$ cat config.mk
export PLATFORM = sky130hd
export DESIGN_NAME = slpc_div_step
export DESIGN_NICKNAME = d
export VERILOG_FILES = /design/src/sv/slpc_div_step.sv
export SDC_FILE = /design/constraint.sdc
export NUM_CORES = 1
export LEC_CHECK = 0
export ABC_CLOCK_PERIOD_IN_PS = 3350
export BUFFER_PORTS_ARGS = -buffer_cell sky130_fd_sc_hd__buf_4
export CAP_MARGIN = 20
export CORE_UTILIZATION = 46
export DETAILED_ROUTE_END_ITERATION = 8
export GPL_ROUTABILITY_DRIVEN = 0
export GPL_TIMING_DRIVEN = 0
export MAX_ROUTING_LAYER = met4
export PLACE_DENSITY = 0.78
export SLEW_MARGIN = 30
export SYNTH_ARGS = -nofsm -noshare
export SYNTH_HDL_FRONTEND = slang
export SYNTH_SLANG_ARGS = --single-unit
$ cat constraint.sdc
create_clock -name vclk -period 3.35
set_input_delay 0.1675 -clock vclk [all_inputs]
set_output_delay 0.1675 -clock vclk [all_outputs]
set_load 0.02 [all_outputs]
$ cat src/sv/slpc_div_step.sv
// One restoring division step of the classifier's pipelined dividers.
// Compares the partial remainder with the divisor shifted by SHIFT and subtracts.
// Depends on nothing outside this file.
module slpc_div_step #(
  parameter int unsigned NUM_W = 40,
  parameter int unsigned DEN_W = 32,
  parameter int unsigned SHIFT = 0
) (
  input  logic [NUM_W-1:0] rem_i,
  input  logic [DEN_W-1:0] den_i,
  output logic [NUM_W-1:0] rem_o,
  output logic             bit_o
);

  localparam int unsigned W = ((NUM_W > DEN_W + SHIFT) ? NUM_W : DEN_W + SHIFT) + 1;

  logic [W-1:0] rem_ext;
  logic [W-1:0] sub_ext;
  logic [W-1:0] dif_ext;

  // Trial subtraction of the shifted divisor.
  assign rem_ext = W'(rem_i);
  assign sub_ext = W'(den_i) << SHIFT;
  assign dif_ext = rem_ext - sub_ext;
  assign bit_o   = (rem_ext >= sub_ext);
  assign rem_o   = bit_o ? dif_ext[NUM_W-1:0] : rem_i;

endmodule

==> impl_metrics.ini, run 1 <==
[logic_synthesis]
syn_area_per_cell_um2 = 6.31
synth_fp_nets = 519
ys_types = 56
seq_area_frac_synth_pct = 0
synth_warnings = 0
synthCells = 414
syn_area_um2 = 2610

[layout]
final_cell_mix = 112 x buf_4, 60 x a21oi_1, 49 x nor2_1
n_antenna_cell = 0
syn2layout_area_growth_pct = 36.0
design.seq.count = 0
drive_above_1_share_pct = 26.4
fin_nets = 633
clkbuf_count = 0
seq_area_um2 = 0
final_common_cell = buf_4
fin_area_um2 = 3550

[sta]
maxSlewHeadroom_pct = 62.7
drv_slew = 0
min_period_ns = 3.12
finalHoldViolations = 0
totalNegativeSetupSlack_ns = 0
fmax_mhz = 321
min_period_over_period_pct = 93.1
setup_viol = 0
grt_setup_unrepaired = no
max_slew.worst_pin.slew_ns = 0.553

[place]
dpl_cell_area_um2 = 3540
hpwl_mm = 6.58
port_buffers = 112

[worst_setup_path]
critical_path.slowest_cell = o21ai_0
cp_max_fo = 4
crit_required_ns = 3.18
critical_path.endpoint_type = primary output
cp_top_family = compound AO/OA/AOI/OAI gates
arrival_ns = 2.95
worstSetupStartpointType = input port
path_cells = buf_4 > inv_1 > ha_1 > fa_1 > nor2b_1 > o31ai_2 > a21oi_1 > a31oi_1 > o21ai_0 > a31oi_1 > a311oi_1 > xor2_1 > buf_4
path_buf_inv = 3
critical_path_class = in -> out
max_stage_delay_ns = 0.46

[global_route]
antenna_found_initial = 0
grt_overflow_total = 0
grt_pass1_vias = 3118
grt_pass1_wl_mm = 13.2
grt_max_degree = 11
track_usage_pct = 26.6

[clock_network]
cts_setup_buffers = 0
cts_hold_buffers = 0

[min_path]
hold_class = in -> out

[die]
fp-row-count = 27
die_area_um2 = 5980
ios = 113
die_width_um = 77.3
core_um2 = 5470
initial_core_util_pct = 47.7
die_h_um = 77.3

[routing]
vias = 3336
drcViolationCount = 0
wirelength_mm = 7.96
drt_pass1_iterations = 4
first_iter_violations = 176
wl_per_cell_um = 13.3
ant_nets = 0
vias_per_cell = 5.58

[power_and_ir_drop]
p_leak_nw = 1.80
cellPowerDensity_nw_per_um2 = 229
finalPower_uw = 812
ir_drop_mv = 0.135

[job]
max-cap-violations = 0

[run_status]
outcome = completed
## cell type report
type | instances | area (um^2)
Buffer | 15 | 93.8
Fill cell | 546 | 1920
Inverter | 40 | 153
Multi-Input combinational cell | 359 | 2370
Tap cell | 72 | 90.1
Timing Repair Buffer | 112 | 841
## worst paths after layout
kind       from        end  slack, ns  cells past startpoint
max    rem_i[0]  rem_o[32]       0.23                     13
min   rem_i[37]  rem_o[37]       0.64                      3
## report_power, final
| part | internal, mW | switching [mW] |
|---|---|---|
| clock network | 0 | 0 |
| logic | 0.364 | 0.448 |
| registers | 0 | 0 |
| total | 0.364 | 0.448 |
## cells in the mapped netlist (3+ instances only)
library cell,n,area (um^2)
nand2b_1,6,37.5
xnor2_1,20,175
nand4_1,4,25.0
xor2_1,15,131
nor2b_1,7,43.8
buf_2,6,30.0
nor3_1,11,55.1
buf_6,4,45.0
a21oi_1,60,300
o21ai_0,18,90.1
ha_1,32,400
o21bai_1,5,37.5
nor2_1,49,184
nand2_1,33,124
and3_1,6,37.5
clkbuf_1,5,18.8
inv_1,39,146
o21a_1,7,52.6
o211ai_1,4,30.0
a31oi_1,7,43.8
a21o_1,13,97.6
nand3_1,12,60.1
a211oi_1,8,60.1
a21boi_0,3,22.5
## stage by stage
| stage | setup WS (ns) | hold WS, ns | util [%] | cells |
|---|---|---|---|---|
| final | 0.233 | 0.638 | 64.9 | 598 |
| after global routing | 0.0317 | 0.646 | 64.9 | 598 |
| after CTS | 0.117 | 0.636 | 64.8 | 598 |
| after detailed placement | 0.00789 | 0.635 | 64.7 | 598 |
| after global placement | 0.0372 | 0.635 | 64.7 | 598 |
| after floorplan | 0.505 | 0.463 | - | 414 |
## per-layer routing
metal | track usage [%] | vias to the layer above | share of wire [%]
li1 | - | 1696 | -
met1 | 31.5 | 1491 | 43
met2 | 49.5 | 135 | 50
met3 | 0.941 | 14 | 5.8
met4 | 5.47 | 0 | 1.4
met5 | - | - | 0
## cells by family (layout without fill, tap and decap cells)
group | count (synthesis) | after routing | share of synthesized area, %
adder cells (fa/ha/maj) | 33 | 33 | 16.1
multiplexers | 1 | 1 | 0.383
buffers and inverters | 55 | 167 | 9.44
AO/OA/AOI/OAI | 144 | 144 | 35.1
XOR/XNOR | 35 | 35 | 11.7
AND/OR/NAND/NOR | 146 | 146 | 27.2
## what timing repair did
item	CTS	global route
setup endpoints to repair	1	12
resized for setup	1	1
gates cloned	0	0
(Power assumes the default switching activity.)
==> run 2: changes to the inputs <==
--- a/config.mk
+++ b/config.mk
@@ -13,7 +13,8 @@
 export GPL_ROUTABILITY_DRIVEN = 0
 export GPL_TIMING_DRIVEN = 0
 export MAX_ROUTING_LAYER = met4
-export PLACE_DENSITY = 0.78
+export PLACE_DENSITY = 0.83
+export RECOVER_POWER = 100
 export SLEW_MARGIN = 30
 export SYNTH_ARGS = -nofsm -noshare
 export SYNTH_HDL_FRONTEND = slang
==> impl_metrics.ini, run 2 (same netlist as run 1, synthesis figures left out) <==
[power_and_ir_drop]
cellPowerDensity_nw_per_um2 = 222
p_switching_uw = 448
p_comb_share_pct = 100.0
clockPowerShare_pct = 0
power_frac_seq_pct = 0
p_sw_share_pct = 58.3
p_leak_nw = 1.74
internal_power_uw = 320
ir_drop_mv = 0.133

[worst_setup_path]
critical_path.slowest_cell = fa_1
crit_required_ns = 3.18
cp_top_family = compound AO/OA/AOI/OAI gates
critical_path.endpoint_type = primary output
worstSetupStartpointType = input port
path_buf_inv = 5
cp_max_fo = 10
arrival_ns = 2.98
max_stage_delay_ns = 0.40
path_cells = buf_4 > inv_1 > ha_1 > fa_1 > nor2b_1 > o31ai_2 > a211oi_2 > a31oi_2 > o2111ai_2 > nand2_2 > inv_4 > buf_2 > nor2_1 > a21oi_1 > clkbuf_1
critical_path_class = in -> out

[run_status]
outcome = completed

[routing]
wl_per_cell_um = 13.4
vias = 3341
first_iter_violations = 231
drcViolationCount = 0
vias_per_cell = 5.59
drt_pass1_iterations = 5
ant_nets = 0
wirelength_mm = 7.99

[sta]
fmax_mhz = 318
maxSlewHeadroom_pct = 60.0
min_period_over_period_pct = 94.0
max_slew.worst_pin.slew_ns = 0.594
totalNegativeSetupSlack_ns = 0
setup_viol = 0
min_period_ns = 3.15
finalHoldViolations = 0
drv_slew = 0
grt_setup_unrepaired = no

[min_path]
holdPathStages = 3
hold_end = rem_o[37]
min_from = rem_i[37]
hold_class = in -> out

[clock_network]
cts_hold_buffers = 0
cts_setup_buffers = 0

[die]
core_um2 = 5470
fp-row-count = 27
die_area_um2 = 5980
ios = 113
die_h_um = 77.3
initial_core_util_pct = 47.7
die_width_um = 77.3

[place]
hpwl_mm = 6.62
dpl_cell_area_um2 = 3540
port_buffers = 112

[layout]
clkbuf_count = 0
multi_input_area_um2 = 2370
fin_nets = 633
design.seq.count = 0
n_antenna_cell = 0
seq_area_um2 = 0
syn2layout_area_growth_pct = 32.4
drive_above_1_share_pct = 24.0
fin_area_um2 = 3460
final_cell_mix = 85 x buf_4, 60 x a21oi_1, 49 x nor2_1
final_common_cell = buf_4
nFillCells = 534
final_util_pct = 63.2

[global_route]
track_usage_pct = 26.5
antenna_found_initial = 0
grt_overflow_total = 0
grt_pass1_vias = 3171
grt_max_degree = 11
grt_pass1_wl_mm = 13.3

[job]
max-cap-violations = 0
## run 2: through the flow
stage / setup WS, ns / power, mW / hold WS [ns] / instances
2_1_floorplan: 0.505 / 0.509 / 0.463 / 414
3_3_place_gp: 0.123 / 0.790 / 0.634 / 598
3_5_place_dp: 0.0896 / 0.801 / 0.635 / 598
4_1_cts: 0.0809 / 0.806 / 0.636 / 598
5_1_grt: 0.0207 / 0.839 / 0.656 / 598
6_report: 0.201 / 0.768 / 0.631 / 598
## run 2: worst max-delay path by stage
stage          startpoint         to  depth (start not counted)
3_3_place_gp     rem_i[0]  rem_o[30]                         13
6_report         rem_i[0]  rem_o[17]                         15
4_1_cts          rem_i[0]  rem_o[30]                         13
2_1_floorplan    rem_i[0]  rem_o[30]                         11
3_5_place_dp     rem_i[0]  rem_o[30]                         13
5_1_grt          rem_i[0]  rem_o[31]                         15
## run 2: layout make-up
type / instances / area share (%)
buffer: 15 / 2.53
inverter: 40 / 4.41
multi-input combinational: 359 / 68.5
tap: 72 / 2.60
timing repair buffer: 112 / 21.9
## run 2: what timing repair did
action / CTS / global route
gates resized for setup: 0 / 3
setup endpoints to repair: 0 / 15
hold endpoints to repair: 0 / 0
## run 2: power groups by stage
stage	clock network, mW	registers [mW]	logic (mW)
finish	0	0	0.768
global route	0	0	0.839
CTS	0	0	0.806
detailed placement	0	0	0.801
global placement	0	0	0.790
floorplan	0	0	0.509
## run 2: routing by layer
| layer | track usage (%) | share of wire [%] |
|---|---|---|
| met5 | - | 0 |
| met4 | 6.04 | 2.0 |
| met3 | 1.41 | 6.4 |
| met2 | 47.3 | 48 |
| met1 | 32.6 | 44 |
## run 2: tightest hold or removal path, delay by kind of cell
family | cells | cell delay [ns]
buffers and inverters | 2 | 0.24
xor gates and xnor gates | 1 | 0.06
